$ cat src/design/frame_slot_rotation_manager_defines.svh
// Assertion macros for the frame slot rotation manager.
// Used by the top level; expects clk and rst_n in the including scope.
`ifndef FRAME_SLOT_ROTATION_MANAGER_DEFINES_SVH
`define FRAME_SLOT_ROTATION_MANAGER_DEFINES_SVH

// Same-cycle implication, checked out of reset.
`define FSRM_ASSERT_IMP(lbl, ante, cons, msg) \
  lbl: assert property (@(posedge clk) disable iff (!rst_n) (ante) |-> (cons)) \
    else $error(msg);

// Next-cycle implication, checked out of reset.
`define FSRM_ASSERT_NXT(lbl, ante, cons, msg) \
  lbl: assert property (@(posedge clk) disable iff (!rst_n) (ante) |=> (cons)) \
    else $error(msg);

`endif

$ cat src/design/fsrm_pkg.sv
// Shared types and constants of the frame slot rotation manager.
// No dependencies; imported by fsrm_regs, the top level and the testbench.
package fsrm_pkg;

  localparam int COUNT_W  = 4;
  localparam int STRIDE_W = 19;
  localparam int OFFSET_W = 22;
  localparam int SLOT_W   = 3;
  localparam int ACTION_W = 3;
  localparam int APB_AW   = 3;
  localparam int APB_DW   = 32;

  localparam logic [COUNT_W-1:0]  COUNT_RST  = 4'd1;
  localparam logic [STRIDE_W-1:0] STRIDE_RST = 19'd409600;

  // Slot counts that pick a special rotation.
  localparam int SINGLE_COUNT = 1;
  localparam int TRIPLE_COUNT = 3;

  // Register index, taken from paddr[2].
  localparam logic REG_SLOT_COUNT  = 1'b0;
  localparam logic REG_SLOT_STRIDE = 1'b1;

  typedef enum logic [ACTION_W-1:0] {
    ACT_TAKE_HEAD   = 3'd0,
    ACT_TAKE_TAIL   = 3'd1,
    ACT_RELEASE     = 3'd2,
    ACT_FLUSH       = 3'd3,
    ACT_RESET_SLOTS = 3'd4
  } action_t;

  typedef struct packed {
    logic [COUNT_W-1:0]  slot_count;
    logic [STRIDE_W-1:0] slot_stride;
    logic                rebuild;     // slot_count written this cycle
  } cfg_t;

endpackage

$ cat src/design/frame_slot_rotation_manager.sv
// Frame slot rotation manager: hands frame slots between a writer and a reader.
// Depends on fsrm_pkg, fsrm_regs and frame_slot_rotation_manager_defines.svh.
//
// Usage:
//   Requests enter on in_action / in_peek when start is high and busy is low.
//   busy stays low, so one request may be issued every cycle.
//   Each request yields exactly one result, shown for one cycle with
//   out_valid high: the request register loads at the accepting edge and
//   the slot decision is written into the result register at the next
//   one.
//   Throughput is one request per cycle; the state update of one request is
//   written at the same edge as its result, in time for the next request.
//   The receiver cannot stall; results are never held.
//   Configuration goes through the APB port: slot_count at 0x0, slot_stride
//   at 0x4. Writing slot_count rebuilds the rotation (head, tail and all
//   header-pending bits cleared). Write configuration only while idle.
//   Reset (rst_n low, synchronous) restores single-slot mode, the default
//   stride, head and tail at slot 0 and drops any request in flight.
`include "frame_slot_rotation_manager_defines.svh"

module frame_slot_rotation_manager #(
  parameter int MAX_SLOTS = 8
) (
  input  logic                             clk,
  input  logic                             rst_n,
  input  logic                             start,
  output logic                             busy,
  input  logic [fsrm_pkg::ACTION_W-1:0]    in_action,
  input  logic                             in_peek,
  output logic                             out_valid,
  output logic                             out_granted,
  output logic [fsrm_pkg::SLOT_W-1:0]      out_slot,
  output logic [fsrm_pkg::OFFSET_W-1:0]    out_slot_offset,
  output logic                             out_clear_header,
  input  logic                             psel,
  input  logic                             penable,
  input  logic                             pwrite,
  input  logic [fsrm_pkg::APB_AW-1:0]      paddr,
  input  logic [fsrm_pkg::APB_DW-1:0]      pwdata,
  output logic [fsrm_pkg::APB_DW-1:0]      prdata,
  output logic                             pready
);
  import fsrm_pkg::*;

  localparam int IDX_W = (MAX_SLOTS > 1) ? $clog2(MAX_SLOTS) : 1;
  localparam int CNT_W = $clog2(MAX_SLOTS + 1);
  localparam int MUL_W = IDX_W + STRIDE_W;

  cfg_t cfg;

  fsrm_regs u_regs (
    .clk     (clk),
    .rst_n   (rst_n),
    .psel    (psel),
    .penable (penable),
    .pwrite  (pwrite),
    .paddr   (paddr),
    .pwdata  (pwdata),
    .prdata  (prdata),
    .pready  (pready),
    .cfg     (cfg)
  );

  // Request register
  logic                act_vld_r;
  logic [ACTION_W-1:0] act_r;
  logic                peek_r;

  // Rotation state
  logic [IDX_W-1:0]     head_r,      head_nxt;
  logic [IDX_W-1:0]     tail_r,      tail_nxt;
  logic [IDX_W-1:0]     snap_r,      snap_nxt;
  logic                 resample_r,  resample_nxt;
  logic                 awaiting_r,  awaiting_nxt;
  logic [MAX_SLOTS-1:0] pending_r,   pending_nxt;

  // Result register
  logic                out_valid_r;
  logic                granted_r;
  logic [SLOT_W-1:0]   slot_r;
  logic [OFFSET_W-1:0] offset_r;
  logic                clear_r;

  // Decision signals
  logic [31:0]      cnt_ext;
  logic [CNT_W-1:0] n_eff;
  logic [31:0]      n_ext;
  logic             single;
  logic             triple;
  logic [IDX_W-1:0] snap_eff;
  logic [IDX_W-1:0] head_nh;
  logic [IDX_W-1:0] tail_nt1;
  logic [IDX_W-1:0] tail_nt2;
  logic             grant;
  logic [IDX_W-1:0] sel;
  logic             clr;
  logic [MUL_W-1:0] prod;
  logic [63:0]      prod_ext;
  logic [31:0]      sel_ext;

  function automatic logic [IDX_W-1:0] wrap_next(input logic [IDX_W-1:0] i,
                                                  input logic [CNT_W-1:0] n);
    logic [CNT_W-1:0] inc;
    inc = CNT_W'(i) + CNT_W'(1);
    return (inc == n) ? '0 : IDX_W'(inc);
  endfunction

  // Clamp the slot count into 1..MAX_SLOTS.
  assign cnt_ext = {{(32-COUNT_W){1'b0}}, cfg.slot_count};
  always_comb begin
    if (cnt_ext == 32'd0) begin
      n_eff = CNT_W'(1);
    end else if (cnt_ext > 32'(MAX_SLOTS)) begin
      n_eff = CNT_W'(MAX_SLOTS);
    end else begin
      n_eff = CNT_W'(cnt_ext);
    end
  end

  assign n_ext    = 32'(n_eff);
  assign single   = (n_ext == 32'(SINGLE_COUNT));
  assign triple   = (n_ext == 32'(TRIPLE_COUNT));
  assign snap_eff = resample_r ? head_r : snap_r;
  assign head_nh  = wrap_next(head_r, n_eff);
  assign tail_nt1 = wrap_next(tail_r, n_eff);
  assign tail_nt2 = wrap_next(tail_nt1, n_eff);

  always_comb begin
    head_nxt     = head_r;
    tail_nxt     = tail_r;
    snap_nxt     = snap_r;
    resample_nxt = resample_r;
    awaiting_nxt = awaiting_r;
    pending_nxt  = pending_r;
    grant        = 1'b0;
    sel          = '0;
    clr          = 1'b0;
    if (act_vld_r) begin
      unique case (act_r)
        ACT_TAKE_HEAD: begin
          if (single) begin
            if (!awaiting_r) begin
              grant = 1'b1;
              sel   = head_nh;
            end
          end else if (head_r != tail_r) begin
            grant = 1'b1;
            sel   = triple ? tail_r : head_nh;
          end
          if (grant && !peek_r) begin
            head_nxt = sel;
          end
        end
        ACT_TAKE_TAIL: begin
          // Sample the reader's head once per writer turn.
          resample_nxt = 1'b0;
          snap_nxt     = snap_eff;
          if (single) begin
            if (!awaiting_r) begin
              resample_nxt = 1'b1;
            end else begin
              grant = 1'b1;
              sel   = tail_nt1;
            end
          end else if (triple) begin
            grant = 1'b1;
            sel   = (tail_nt1 == snap_eff) ? tail_nt2 : tail_nt1;
          end else if (tail_nt1 == snap_eff) begin
            resample_nxt = 1'b1;
          end else begin
            grant = 1'b1;
            sel   = tail_nt1;
          end
          if (grant) begin
            // Consume a pending header clear; a committed take re-arms it.
            clr              = pending_r[sel];
            pending_nxt[sel] = !peek_r;
            if (!peek_r) begin
              if (single) begin
                awaiting_nxt = 1'b0;
              end
              tail_nxt     = sel;
              resample_nxt = 1'b1;
            end
          end
        end
        ACT_RELEASE: begin
          if (single) begin
            awaiting_nxt = 1'b1;
          end
        end
        ACT_FLUSH: begin
          tail_nxt     = head_r;
          resample_nxt = 1'b1;
          snap_nxt     = '0;
        end
        ACT_RESET_SLOTS: begin
          pending_nxt  = '0;
          awaiting_nxt = 1'b0;
          tail_nxt     = head_r;
          resample_nxt = 1'b1;
          snap_nxt     = '0;
        end
        default: ;
      endcase
    end
    if (cfg.rebuild) begin
      head_nxt     = '0;
      tail_nxt     = '0;
      snap_nxt     = '0;
      resample_nxt = 1'b1;
      awaiting_nxt = 1'b0;
      pending_nxt  = '0;
    end
  end

  assign sel_ext  = 32'(sel);
  assign prod     = MUL_W'(sel) * MUL_W'(cfg.slot_stride);
  assign prod_ext = 64'(prod);

  always_ff @(posedge clk) begin
    if (!rst_n) begin
      act_vld_r   <= 1'b0;
      head_r      <= '0;
      tail_r      <= '0;
      snap_r      <= '0;
      resample_r  <= 1'b1;
      awaiting_r  <= 1'b0;
      pending_r   <= '0;
      out_valid_r <= 1'b0;
    end else begin
      act_vld_r   <= start & !busy;
      head_r      <= head_nxt;
      tail_r      <= tail_nxt;
      snap_r      <= snap_nxt;
      resample_r  <= resample_nxt;
      awaiting_r  <= awaiting_nxt;
      pending_r   <= pending_nxt;
      out_valid_r <= act_vld_r;
    end
  end

  always_ff @(posedge clk) begin
    if (start & !busy) begin
      act_r  <= in_action;
      peek_r <= in_peek;
    end
    if (act_vld_r) begin
      granted_r <= grant;
      slot_r    <= grant ? sel_ext[SLOT_W-1:0] : '0;
      offset_r  <= grant ? prod_ext[OFFSET_W-1:0] : '0;
      clear_r   <= grant & clr;
    end
  end

  assign busy             = 1'b0;
  assign out_valid        = out_valid_r;
  assign out_granted      = granted_r;
  assign out_slot         = slot_r;
  assign out_slot_offset  = offset_r;
  assign out_clear_header = clear_r;

  `FSRM_ASSERT_NXT(a_request_yields_result, act_vld_r, out_valid_r, "request lost in pipeline")
  `FSRM_ASSERT_IMP(a_indices_in_range, 1'b1, (CNT_W'(head_r) < n_eff) && (CNT_W'(tail_r) < n_eff), "head or tail beyond slot count")
  `FSRM_ASSERT_IMP(a_triple_skips_reader, act_vld_r && (act_r == ACT_TAKE_TAIL) && triple && grant, sel != snap_eff, "writer granted the reader slot")
  `FSRM_ASSERT_IMP(a_denied_is_zero, out_valid && !out_granted, (out_slot == '0) && (out_slot_offset == '0) && !out_clear_header, "denied result carries data")

endmodule

$ cat src/design/fsrm_regs.sv
// APB configuration registers: slot count and slot stride.
// Depends on fsrm_pkg; feeds cfg_t to the top level.
module fsrm_regs (
  input  logic                         clk,
  input  logic                         rst_n,
  input  logic                         psel,
  input  logic                         penable,
  input  logic                         pwrite,
  input  logic [fsrm_pkg::APB_AW-1:0]  paddr,
  input  logic [fsrm_pkg::APB_DW-1:0]  pwdata,
  output logic [fsrm_pkg::APB_DW-1:0]  prdata,
  output logic                         pready,
  output fsrm_pkg::cfg_t               cfg
);
  import fsrm_pkg::*;

  logic [COUNT_W-1:0]  slot_count_r;
  logic [STRIDE_W-1:0] slot_stride_r;
  logic                wr_en;
  logic                reg_sel;

  assign pready  = 1'b1;
  assign reg_sel = paddr[2];
  assign wr_en   = psel & penable & pwrite & pready;

  always_ff @(posedge clk) begin
    if (!rst_n) begin
      slot_count_r  <= COUNT_RST;
      slot_stride_r <= STRIDE_RST;
    end else if (wr_en) begin
      unique case (reg_sel)
        REG_SLOT_COUNT:  slot_count_r  <= pwdata[COUNT_W-1:0];
        REG_SLOT_STRIDE: slot_stride_r <= pwdata[STRIDE_W-1:0];
        default: ;
      endcase
    end
  end

  always_comb begin
    unique case (reg_sel)
      REG_SLOT_COUNT:  prdata = {{(APB_DW-COUNT_W){1'b0}}, slot_count_r};
      REG_SLOT_STRIDE: prdata = {{(APB_DW-STRIDE_W){1'b0}}, slot_stride_r};
      default:         prdata = '0;
    endcase
  end

  assign cfg.slot_count  = slot_count_r;
  assign cfg.slot_stride = slot_stride_r;
  assign cfg.rebuild     = wr_en & (reg_sel == REG_SLOT_COUNT);

endmodule

$ cat config.mk
export PLATFORM = sky130hd
export DESIGN_NAME = frame_slot_rotation_manager
export DESIGN_NICKNAME = d
export VERILOG_FILES = /design/src/design/fsrm_pkg.sv /design/src/design/frame_slot_rotation_manager.sv /design/src/design/fsrm_regs.sv
export VERILOG_INCLUDE_DIRS = /design/src /design/src/design
export SDC_FILE = /design/constraint.sdc
export NUM_CORES = 1
export LEC_CHECK = 0
export BUFFER_PORTS_ARGS = -buffer_cell sky130_fd_sc_hd__buf_4
export CORE_MARGIN = 10
export CORE_UTILIZATION = 45
export CTS_CLUSTER_SIZE = 16
export DETAILED_ROUTE_END_ITERATION = 12
export PLACE_DENSITY = 0.73
export SYNTH_ARGS = -nofsm -noshare
export SYNTH_HDL_FRONTEND = slang
export SYNTH_SLANG_ARGS = --single-unit
$ cat constraint.sdc
create_clock -name clk -period 6.75 [get_ports clk]
set_clock_uncertainty 0.2 [all_clocks]
set_input_delay 0.675 -clock clk [delete_from_list [all_inputs] [get_ports clk]]
set_output_delay 0.675 -clock clk [all_outputs]
set_load 0.1 [all_outputs]
* Word-level counts from Yosys, hierarchy flattened
Cells that the tools add are included.
** Cells by class
- Add/sub/neg operators :: 3
- Multiply operators :: 1
- $lt $le $gt $ge :: 3
- Equal/unequal tests :: 15
- Muxes and demuxes :: 58
- Bitwise operators :: 6
- Reduce and logical (&&, ||, !) cells :: 17
** Operators by type and width (count)
- case mux 32 bit (2 select lines) :: 1
- 2-to-1 mux 3 bit :: 18
- zero test 32 bit :: 1
- 2-to-1 mux 1 bit :: 26
- multiplier 3 x 19 -> 22 bit :: 1
- case mux 3 bit (2 select lines) :: 3
- case mux 8 bit (2 select lines) :: 1
- adder 3 x 1 -> 4 bit, second input constant :: 3
- equality test 4 bit :: 3
- bitwise mux 8 bit :: 1
- 2-to-1 mux 4 bit :: 2
- 2-to-1 mux 8 bit :: 1
- inequality test 2 bit, second input constant :: 4
- equality test 3 x 2 -> 1 bit, second input constant :: 2
- AND reduction 2 bit :: 3
- AND reduction 3 bit :: 2
- AND reduction 6 bit :: 1
- bitwise AND 1 bit :: 4
- equality test 4 x 1 -> 1 bit, second input constant :: 1
- equality test 4 x 2 -> 1 bit, second input constant :: 1
- > comparator 4 bit, second input constant :: 1
- less-than comparator 3 x 4 -> 1 bit, second input constant :: 1
- case mux 1 bit (2 select lines) :: 2
- AND reduction 4 bit :: 1
- 15 further kinds :: 19
** Storage, ports and cells
- Register bits :: 75
- Input bits :: 45
- Logic and storage cells :: 119

* Logic depth before layout (Yosys ltp)
Gate-level depths: netlist of run 1.
- Word-level depth :: 20
- Gate-level depth with buffers :: 27
- Gate-level depth less buffers :: 26

* Modules after synthesis
A second synthesis of run 1 with hierarchy kept.
** Second synthesis, totals
- Cell total of the unflattened synthesis :: 687
- Area, all modules :: 5948.2 um^2
** Modules (own cells, without submodules)
- frame_slot_rotation_manager :: instances 1, cells each 551, area an instance 4733.3 um^2
- fsrm_regs :: instances 1, cells each 136, area an instance 1214.9 um^2

* Worst setup path before layout of run 1
No wires, ideal clock.
- Path type :: reg2reg
- Start point :: register tail_r[0]
- End point :: register offset_r[20], in the netlist out_slot_offset[20] (data pin)
- Library setup time :: 0.266 ns
- Arrival time :: 5.740 ns
- Required time :: 6.284 ns
- Setup slack :: 0.544 ns
- Cell stages (with the launch flop) :: 28
- Path buffers :: 2
- Cell sequence :: dfxtp_1 > clkbuf_1 > or2_2 > o221a_2 > o31ai_1 > inv_1 > ha_1 > xor2_1 > a21oi_1 > o31a_1 > a2111oi_0 > a21oi_1 > a211oi_1 > clkbuf_1 > nand2_1 > fa_1 > inv_1 > ha_1 > fa_1 > a21o_1 > a21oi_1 > o21ai_0 > nand3_1 > a31oi_1 > a221oi_1 > o21ai_0 > xnor2_1 > nor2_1
** On the way
- Longest elaborated chain between the ends :: 14
** Ends and longest elaborated chain
- from (decl) :: RTL line frame_slot_rotation_manager.sv:71 : logic [IDX_W-1:0] tail_r, tail_nxt;
- from (signal assigned) :: RTL line frame_slot_rotation_manager.sv:234 : tail_r <= tail_nxt;
- adder 3 x 1 -> 4 bit :: RTL line frame_slot_rotation_manager.sv:104 : inc = CNT_W'(i) + CNT_W'(1);
- equality test 4 bit :: RTL line frame_slot_rotation_manager.sv:105 : return (inc == n) ? '0 : IDX_W'(inc);
- 2-to-1 mux 3 bit :: RTL line frame_slot_rotation_manager.sv:105
- adder 3 x 1 -> 4 bit :: RTL line frame_slot_rotation_manager.sv:104
- equality test 4 bit :: RTL line frame_slot_rotation_manager.sv:105
- 2-to-1 mux 3 bit :: RTL line frame_slot_rotation_manager.sv:105
- 2-to-1 mux 3 bit :: RTL line frame_slot_rotation_manager.sv:167 : sel = (tail_nt1 == snap_eff) ? tail_nt2 : tail_nt1;
- 2-to-1 mux 3 bit :: RTL line frame_slot_rotation_manager.sv:165 : end else if (triple) begin
- 2-to-1 mux 3 bit :: RTL line frame_slot_rotation_manager.sv:158 : if (single) begin
- 2-to-1 mux 3 bit :: RTL line frame_slot_rotation_manager.sv:139 : unique case (act_r)
- 2-to-1 mux 3 bit :: RTL line frame_slot_rotation_manager.sv:138 : if (act_vld_r) begin
- case mux 3 bit (2 select lines) :: RTL line frame_slot_rotation_manager.sv:139
- 2-to-1 mux 3 bit :: RTL line frame_slot_rotation_manager.sv:138
- multiplier 3 x 19 -> 22 bit :: RTL line frame_slot_rotation_manager.sv:218 : assign prod = MUL_W'(sel) * MUL_W'(cfg.slot_stride);
- to (signal assigned) :: RTL line frame_slot_rotation_manager.sv:251 : offset_r <= grant ? prod_ext[OFFSET_W-1:0] : '0;
- to (decl) :: RTL line frame_slot_rotation_manager.sv:81 : logic [OFFSET_W-1:0] offset_r;
Several ways; a longest one is shown, not always the timed one. The select of a mux whose other input is x is not followed.
A chain may end at the register's enable or synchronous reset.

* Worst setup path after layout of run 1
- Start point :: register tail_r[1]
- End point :: register offset_r[20], in the netlist out_slot_offset[20] (data pin)
The elaborated chain is that of the path after synthesis.

==> results.md, run 1 <==
* Setup tns final at 0 ns
* Port bufs at between 70 and 80
* Die Ht at 129 um
* Setup-failing EPs final at 0
* Worst path slowest cell: fa_1
* RSZ-0062 raised after global routing: no
* Via Count at roughly 4500
* Hold_buf cts at 0
* Final Core Density at 0.552
* Die ar. at between 0.015 and 0.02 sq mm
* Final-report hold violation count at 0
* Mapped cell area at 0.00535 sq mm
* CTS clk-pin slew, worst paths at 0.06 ns
* Post-Syn Area per Cell at approximately 8.5 sq um
* Tmin final at between 6 and 7 ns
* Worst setup path class: reg2reg
* Die X at 129 um
* Worst min path class: reg2reg
* CP arrival at ~6.2 ns
* Initial DRT Pass Iterations at 7
* H-tree depth at 3
* Crit. End Element: flip-flop
* GRT Util Overall at 0.160
* Ant. Diodes at 0
* Clk_lat worst skew at 0.34 ns
* Number of global-route vias before repair at 4430
* Nets@finish at 788
* Routed WL per cell at 15.6 um
* Max VDD drop at 0.0989 mV
* DP Wirelength at between 10 and 15 mm
* Critical path's largest stage delay at 0.49 ns
* Post-synth top flop: dfxtp_1
* Synthesized instance count at 629
* I/O pin count at 107
* Worst hold slack at 0.287 ns
* Initial antenna violation count at 0
* Filler cells at 1038
* Final Max Slew Viols at 0
* Max-Cap Viols at 0
* CP Buf/Inv Count at 1
* Syn-to-layout area delta at 18.9%
* Register area share after synthesis at 0.339
* Initial DRC Count at between 200 and 250
* Core ar. at 0.0115 sq mm
* CP Launch Type: flip-flop
* Total routed wirelength at 13.3 mm
* Clock sink total at 75
* Clock root buffer: clkbuf_16
* Post-synth ARST share at 0
* CP dominant cell by count: ha_1
* Routed Antenna Nets at 0
* Grt total ovfl at 0
* CTS Buffer Depth at 2
* Period utilization at 0.939
* Initial Utilization at 0.464
* Fmax at approximately 160 MHz
* Slew @ Worst Pin at around 0.8 ns
* Via/cell ratio at 5.32
* CP top delay family: compound AO/OA/AOI/OAI gates
* Crit path max fanout at 5
* Fin worst setup slack at roughly 0.41 ns
* Yosys warnings at 0
* Post-Place Setup Slack at just under 0.3 ns
* Yosys reg bits at 75
* Relative slew slack at 0.480
* Post-synth EDFFs at 31
* First-pass GRT wire length at 21.9 mm
* Layout cells sized above 1 at 0.177
* Gpl congestion at 0.862
* Status: completed
* Largest net degree at the start of global routing at 35
* CTS tree: done
* CP Data Required Time at 6.62 ns
* DR DRC count at 0
* Synth unique cells at 56
* Site row count at 39
* Total CTS buffers at 9
* Power density over cell area at 186 mW/mm^2
* Leakage at 0.00283 uW
[final timing paths]
| path | from | endpoint | slack, ns | cells past startpoint |
|---|---|---|---|---|
| worst min-delay path | pending_r[6]$_SDFFE_PP0P_ | pending_r[6]$_SDFFE_PP0P_ | 0.29 | 2 |
| worst max-delay path | tail_r[1]$_SDFFE_PP0P_ | out_slot_offset[20]$_SDFFCE_PN0P_ | 0.41 | 25 |
| worst max register to register | tail_r[1]$_SDFFE_PP0P_ | out_slot_offset[20]$_SDFFCE_PN0P_ | 0.41 | 25 |
| worst min register to register | pending_r[6]$_SDFFE_PP0P_ | pending_r[6]$_SDFFE_PP0P_ | 0.29 | 2 |
[final cells by class]
type,instances,area [sq um],area share
multi-input cells,486,3250,0.511
flip-flops and latches,75,1810,0.285
repair buffers,86,646,0.102
clock buffers,12,279,0.0439
well taps,143,179,0.0282
inverters,43,161,0.0254
clock inverters,4,27.5,0.00433
[per-layer routing]
metal / GRT usage / up-vias / share of wire
met5: 0 / - / 0
li1: - / 2246 / -
met1: 0.213 / 2125 / 0.47
met4: 0.0669 / 0 / 0.020
met3: 0.0275 / 15 / 0.047
met2: 0.252 / 133 / 0.46
[cells in the final DEF, fill, tap and decap left out, drive strengths merged, types with 3 or more instances in the layout]
master,instances
mux2,7
fa,18
nand3,13
and2,31
a21oi,32
nor2b,8
edfxtp,31
a21o,6
clkbuf,12
mux2i,17
a21boi,17
conb,15
ha,24
nand2b,12
and3,5
xnor2,14
a211oi,3
nor2,46
o21ai,17
o311ai,4
nand2,120
xor2,14
o31ai,3
inv,45
a22oi,6
and4,4
nor3,11
or2,3
a31oi,9
buf,86
dfxtp,44
[repair_timing]
item                       in CTS  in global routing
buffers inserted                0                  1
setup endpoints to repair       0                  6
hold endpoints to repair        0                  0
resized for setup               0                  3
[Yosys cell counts, drive strengths merged (2+ instances only)]
master / count / area (sq um)
a2111oi: 2 / 17.5
a211o: 2 / 17.5
a211oi: 3 / 22.5
a21boi: 17 / 128
a21o: 6 / 45.0
a21oi: 32 / 160
a22oi: 6 / 45.0
a31oi: 9 / 56.3
and2: 31 / 194
and3: 5 / 31.3
and4: 4 / 35.0
buf: 17 / 123
clkbuf: 21 / 78.8
conb: 2 / 7.51
dfxtp: 44 / 881
edfxtp: 31 / 931
fa: 18 / 360
ha: 24 / 300
inv: 43 / 161
mux2: 7 / 82.6
mux2i: 17 / 174
nand2: 120 / 450
nand2b: 12 / 75.1
nand3: 13 / 70.1
nor2: 46 / 173
nor2b: 8 / 50.1
nor3: 11 / 55.1
nor3b: 2 / 15.0
o21ai: 17 / 85.1
o21ba: 2 / 20.0
o21bai: 2 / 15.0
o22ai: 2 / 12.5
o311ai: 4 / 35.0
o31a: 2 / 17.5
o31ai: 3 / 22.5
or2: 3 / 18.8
or3: 2 / 12.5
xnor2: 14 / 130
xor2: 14 / 130
[tightest hold or removal path, cell delays in order (launching register included)]
cell and delay [ns]:
dfxtp_1 0.31, o21ai_0 0.07, a21oi_1 0.06
[through the flow]
stage | total power, uW | std cells | cell area [sq um]
2_1_floorplan | 666 | 642 | 5390
3_3_place_gp | 703 | 832 | 6020
3_5_place_dp | 706 | 832 | 6020
4_1_cts | 1190 | 848 | 6330
5_1_grt | 1220 | 849 | 6350
6_report | 1180 | 849 | 6350
[sequential cells by signal, indices dropped and copies added (netlist names)]
register,count
out_clear_header,1
out_slot,3
out_valid,1
out_granted,1
out_slot_offset,22
tail_r,3
resample_r,1
u_regs.slot_stride_r,19
head_r,3
snap_r,3
awaiting_r,1
act_vld_r,1
u_regs.slot_count_r,4
peek_r,1
act_r,3
pending_r,8
[power by group]
part	switching, uW	total, uW	internal (uW)	leakage (uW)
Sequential	11.2	495	484	0.000647
Combinational	156	203	47.6	0.00204
Clock	186	481	294	0.000150
Total	353	1180	826	0.00283
[cell families (layout without fill, tap and decap cells)]
logic type,after synthesis,after routing,share of synthesized area
AND/OR/NAND/NOR,260,260,0.225
AO/OA/AOI/OAI,116,116,0.143
buffers and inverters,81,145,0.0679
flip-flops,75,75,0.339
adder cells (fa/ha/maj),42,42,0.124
XOR/XNOR,28,28,0.0487
multiplexers,25,25,0.0522
other,2,15,0.00141
(Power assumes the default switching activity.)
==> inputs of run 2 (changes only) <==
- MAX_ROUTING_LAYER: unset -> met4
==> run 2 against run 1 <==
Core utilization down 0.20 points. Count of clock-buffer cells in the layout decreased by 1. Sequential power about the same. Largest cell class unchanged.
==> results.md, run 2 (synthesis gave the netlist of run 1 again) <==
* CTS clk-pin slew, worst paths at 0.06 ns (about the same)
* Clock power frac at 0.390 (-0.018)
* Slew @ Worst Pin at 0.763 ns (-0.0143 ns)
* I/O pin count at 107 (unchanged)
* CP Data Required Time at 6.62 ns (about the same)
* Initial Utilization at 0.464 (unchanged)
* First-pass GRT wire length at 21.3 mm (-2.6%)
* CTS tree: done
* Final Core Density at 0.550 (-0.00196)
* Crit path max fanout at 5 (unchanged)
* Fin worst setup slack at 0.482 ns (+0.0676 ns)
* Number of global-route vias before repair at 4368 (-1.4%)
* CP top delay family: compound AO/OA/AOI/OAI gates
* Power density over cell area at 181 mW/mm^2 (-2.6%)
* Initial antenna violation count at 0 (unchanged)
* Sequential share of power at 0.433 (+0.013)
* CP Launch Type: flip-flop
* Hold path cells at 2 (unchanged)
* Status: completed
* Worst min path class: reg2reg
* Via/cell ratio at 5.30 (-0.40%)
* Nets@finish at 789 (+0.13%)
* Filler cells at 1062 (+2.3%)
* Post-route insts no fill at 849 (unchanged)
* Syn-to-layout area delta at 18.4%
* Post-Place Setup Slack at 0.309 ns (+0.0148 ns)
* Clk_lat worst skew at 0.34 ns (about the same)
* Critical path's largest stage delay at 0.49 ns (about the same)
* Initial DRT Pass Iterations at 4 (-3)
* Port bufs at 76 (unchanged)
* Die ar. at 0.0166 sq mm (unchanged)
* Site row count at 39 (unchanged)
* Routed Antenna Nets at 0 (unchanged)
* CP arrival at 6.13 ns (-0.08 ns)
* Max-Cap Viols at 0 (unchanged)
* Commonest non-fill, non-tap cell in the layout: nand2_1
* Final-report hold violation count at 0 (unchanged)
* GRT Util Overall at 0.160 (about the same)
* Clock root buffer: clkbuf_16
* Gpl congestion at 0.870 (+1.0%)
* Ant. Diodes at 0 (unchanged)
* Initial DRC Count at 277 (+14%)
* DP Wirelength at 10.3 mm (-1.4%)
* Largest net degree at the start of global routing at 35 (unchanged)
* Total CTS buffers at 9 (unchanged)
* DR DRC count at 0 (unchanged)
* Worst path depth at 26 (+4.0%)
* Net Sw Frac at 0.302 (+0.00203)
* Max reg flops at 22 (unchanged)
* Total routed wirelength at 13.1 mm (-1.7%)
* Period utilization at 0.929 (-0.0100)
* Die X at 129 um (unchanged)
* Relative slew slack at 0.490 (+0.00956)
* Core ar. at 0.0115 sq mm (unchanged)
* Setup-failing EPs final at 0 (unchanged)
* CP Buf/Inv Count at 2 (+1)
* Worst setup path class: reg2reg
* Comb pwr share at 0.177 (+0.005)
* Via Count at 4501 (-0.40%)
* Max VDD drop at 0.0918 mV (-7.2%)
* Clock sink total at 75 (unchanged)
* Net Switching at 345 uW (-2.3%)
* Crit. End Element: flip-flop
* Leakage at 0.00282 uW (-0.48%)
* Fmax at 160 MHz (+1.1%)
* H-tree depth at 3 (unchanged)
* Internal power at 799 uW (-3.2%)
* Die Ht at 129 um (unchanged)
* Layout cells sized above 1 at 0.176 (-0.00142)
* Worst reg2reg path depth at 26 (+4.0%)
* Worst path slowest cell: fa_1
* Most frequent cells in the layout: nand2_1 (120), buf_4 (87), nor2_1 (46), dfxtp_1 (44), inv_1 (43)
* Routed WL per cell at 15.4 um (-1.7%)
* Tmin final at 6.27 ns (-0.0676 ns)
* CTS Buffer Depth at 2 (unchanged)
* # placed instances at 832 (unchanged)
* Final Max Slew Viols at 0 (unchanged)
* Grt total ovfl at 0 (unchanged)
run 2: metrics by stage:
stage / hold WS (ns) / power (uW) / setup TNS (ns) / area (sq um)
floorplan: 0.253 / 666 / 0 / 5390
global placement: 0.263 / 703 / 0 / 6020
detailed placement: 0.271 / 706 / 0 / 6020
CTS: 0.283 / 1150 / 0 / 6300
global route: 0.313 / 1180 / -0.0158 / 6330
finish: 0.285 / 1140 / 0 / 6330
run 2: path summary, 6_finish.rpt:
| check | from | to | slack [ns] |
|---|---|---|---|
| worst max-delay path | tail_r[1]$_SDFFE_PP0P_ | out_slot_offset[20]$_SDFFCE_PN0P_ | 0.48 |
| worst min-delay path | pending_r[4]$_SDFFE_PP0P_ | pending_r[4]$_SDFFE_PP0P_ | 0.29 |
| worst max register to register | tail_r[1]$_SDFFE_PP0P_ | out_slot_offset[20]$_SDFFCE_PN0P_ | 0.48 |
| worst min register to register | pending_r[4]$_SDFFE_PP0P_ | pending_r[4]$_SDFFE_PP0P_ | 0.29 |
run 2: tightest hold or removal path, stage by stage, from the launching register on:
cell,delay (ns)
dfxtp_1,0.31
o21ai_0,0.07
a21oi_1,0.06
run 2: power groups by stage:
stage | registers, uW | logic [uW] | clock network [uW]
finish | 495 | 203 | 446
global route | 497 | 213 | 470
global placement | 504 | 199 | 0
floorplan | 548 | 118 | 0
detailed placement | 505 | 202 | 0
CTS | 495 | 202 | 453
run 2: timing repair:
action / in CTS / in global routing
hold buffers: 0 / 0
buffers inserted: 0 / 2
gates resized for setup: 0 / 3
endpoints found under the setup margin: 0 / 8
run 2: layout make-up:
class | instances | area (sq um) | area share
inverter | 43 | 161 | 0.0255
clock inverter | 4 | 25.0 | 0.00395
timing repair buffer | 87 | 653 | 0.103
sequential | 75 | 1810 | 0.286
multi-input combinational | 486 | 3250 | 0.513
tap | 143 | 179 | 0.0283
clock buffer | 11 | 254 | 0.0401
run 2: layer usage:
metal | vias to the layer above | GRT usage | part of all wire
met5 | - | - | 0
met4 | 0 | 0.0609 | 0.018
met3 | 14 | 0.0181 | 0.037
met2 | 118 | 0.238 | 0.45
met1 | 2120 | 0.218 | 0.49
li1 | 2249 | - | -
==> inputs of run 3 (changes only) <==
- CORE_ASPECT_RATIO: unset -> 0.7
==> run 3 against run 2 <==
Maximum frequency decreased by 1.9%. Hold slack got worse by 0.0071 ns. Count of clock-buffer cells in the layout increased by 3. Combinational power increased by 3%. Non-clock buffer count increased by 7. Sequential share of layout area decreased by 0.71 points. First-iteration DRC count increased by 79%. Critical endpoint is now out_slot_offset[21]$_SDFFCE_PN0P_.
==> results.md, run 3 (synthesis gave the netlist of run 1 again) <==
* Power density over cell area at 190 mW/mm^2 (+5.3%)
* Ant. Diodes at 0 (unchanged)
* Crit. End Element: flip-flop
* Worst min path class: reg2reg
* Setup tns final at 0 ns (unchanged)
* CP arrival at 6.26 ns (+0.13 ns)
* DP Wirelength at 11.0 mm (+7.4%)
* Worst hold slack at 0.278 ns (-0.00714 ns)
* Clk_lat worst skew at 0.33 ns (about the same)
* Nets@finish at 796 (+0.89%)
* Net Sw Frac at 0.292 (-0.00996)
* Period utilization at 0.947 (+0.0180)
* Hold path cells at 2 (unchanged)
* Worst setup path class: reg2reg
* Clock sink total at 75 (unchanged)
* Largest net degree at the start of global routing at 35 (unchanged)
* Slew @ Worst Pin at 0.966 ns (+0.203 ns)
* Most frequent cells in the layout: nand2_1 (120), buf_4 (92), nor2_1 (46), dfxtp_1 (44), inv_1 (43)
* WL met2 at 6.28 mm (+6.2%)
* Die X at 150 um (+16%)
* Leakage at 0.00289 uW (+2.4%)
* CTS tree: done
* First-pass GRT wire length at 23.7 mm (+11%)
* H-tree depth at 3 (unchanged)
* DR top layer: met4
* Worst path slowest cell: fa_1
* Crit path max fanout at 14 (+9)
* Die Ht at 111 um (-14%)
* CP Launch Type: flip-flop
* Max-Cap Viols at 0 (unchanged)
* Final-report hold violation count at 0 (unchanged)
* Relative slew slack at 0.354 (-0.136)
* Syn-to-layout area delta at 21.4%
* Layout cells sized above 1 at 0.189 (+0.0134)
* Initial antenna violation count at 0 (unchanged)
* Status: completed
* Initial DRT Pass Iterations at 5 (+1)
* Grt total ovfl at 0 (unchanged)
* Hold_buf cts at 0 (unchanged)
* Clock root buffer: clkbuf_16
* Total routed wirelength at 14.7 mm (+12%)
* Initial Utilization at 0.459 (-0.00509)
* Gpl congestion at 0.965 (+11%)
* Routed Antenna Nets at 0 (unchanged)
* Sequential share of power at 0.401 (-0.032)
* Commonest non-fill, non-tap cell in the layout: nand2_1
* Critical path's largest stage delay at 0.48 ns (about the same)
* Setup-failing EPs final at 0 (unchanged)
* Die ar. at 0.0167 sq mm (+0.42%)
* RSZ-0062 raised after global routing: no
* Routed WL per cell at 16.9 um (+9.6%)
* Reg2Reg Setup Slack at 0.36 ns (-0.12 ns)
* GRT Util Overall at 0.178 (+0.0187)
* Comb pwr share at 0.169 (-0.008)
* Port bufs at 76 (unchanged)
* Tmin final at 6.39 ns (+0.122 ns)
* Via/cell ratio at 5.35 (+0.92%)
* Final Core Density at 0.557 (+0.00773)
* Final Max Slew Viols at 0 (unchanged)
* CTS clk-pin slew, worst paths at 0.06 ns (about the same)
* WL met3 at 1.08 mm (+120%)
* Max VDD drop at 0.115 mV (+25%)
* Worst reg2reg path depth at 26 (unchanged)
* CP Data Required Time at 6.62 ns (about the same)
* Total CTS buffers at 9 (unchanged)
* Initial DRC Count at 496 (+79%)
* Number of global-route vias before repair at 4643 (+6.3%)
* Met1 WL at 7.14 mm (+11%)
* Net Switching at 360 uW (+4.4%)
* Max reg flops at 22 (unchanged)
* DR DRC count at 0 (unchanged)
* CTS Buffer Depth at 2 (unchanged)
* Clock power frac at 0.430 (+0.040)
* I/O pin count at 107 (unchanged)
* Site row count at 33 (-15%)
* Core ar. at 0.0116 sq mm (+1.1%)
* Fmax at 156 MHz (-1.9%)
* Via Count at 4660 (+3.5%)
* Internal power at 875 uW (+9.5%)
[run 3: final timing paths]
check | end | start
worst max-delay path | out_slot_offset[21]$_SDFFCE_PN0P_ | tail_r[0]$_SDFFE_PP0P_
worst min-delay path | pending_r[2]$_SDFFE_PP0P_ | pending_r[2]$_SDFFE_PP0P_
worst max register to register | out_slot_offset[21]$_SDFFCE_PN0P_ | tail_r[0]$_SDFFE_PP0P_
worst min register to register | pending_r[2]$_SDFFE_PP0P_ | pending_r[2]$_SDFFE_PP0P_
[run 3: worst max-delay path, delay by kind of cell (launching register included)]
| family | cells | cell delay (ns) |
|---|---|---|
| AO/OA/AOI/OAI | 12 | 2.77 |
| XOR/XNOR | 1 | 0.16 |
| adder cells (fa/ha/maj) | 3 | 1.12 |
| buffers and inverters | 6 | 0.87 |
| flip-flops | 1 | 0.36 |
| AND/OR/NAND/NOR | 4 | 0.62 |
[run 3: per-layer routing]
layer,global-route usage,up-vias
li1,-,2263
met1,0.250,2200
met2,0.256,176
met3,0.0310,21
met4,0.0517,0
met5,-,-
[run 3: metrics by stage]
step	worst slack [ns]	power (uW)	cells	area, sq um
floorplan	0.544	666	642	5390
global placement	0.345	708	853	6110
detailed placement	0.208	711	853	6110
CTS	0.150	1240	869	6440
global route	0.00795	1280	871	6490
finish	0.360	1230	871	6490
[run 3: area by class of cell]
cell class / count / area, sq um
fillers: 1077 / 5150
multi-input cells: 486 / 3260
flip-flops and latches: 75 / 1810
repair buffers: 94 / 722
clock buffers: 14 / 297
well taps: 157 / 196
inverters: 43 / 161
clock inverters: 2 / 38.8
[run 3: power groups by stage]
stage / registers [uW] / logic (uW) / clock network, uW
after floorplan: 548 / 118 / 0
after global placement: 504 / 204 / 0
after detailed placement: 505 / 207 / 0
after CTS: 495 / 207 / 538
after global routing: 497 / 219 / 562
final: 495 / 209 / 531
[run 3: repair_timing]
item,in CTS,in global routing
setup buffers,0,2
endpoints found under the setup margin,0,8
resized for setup,0,7
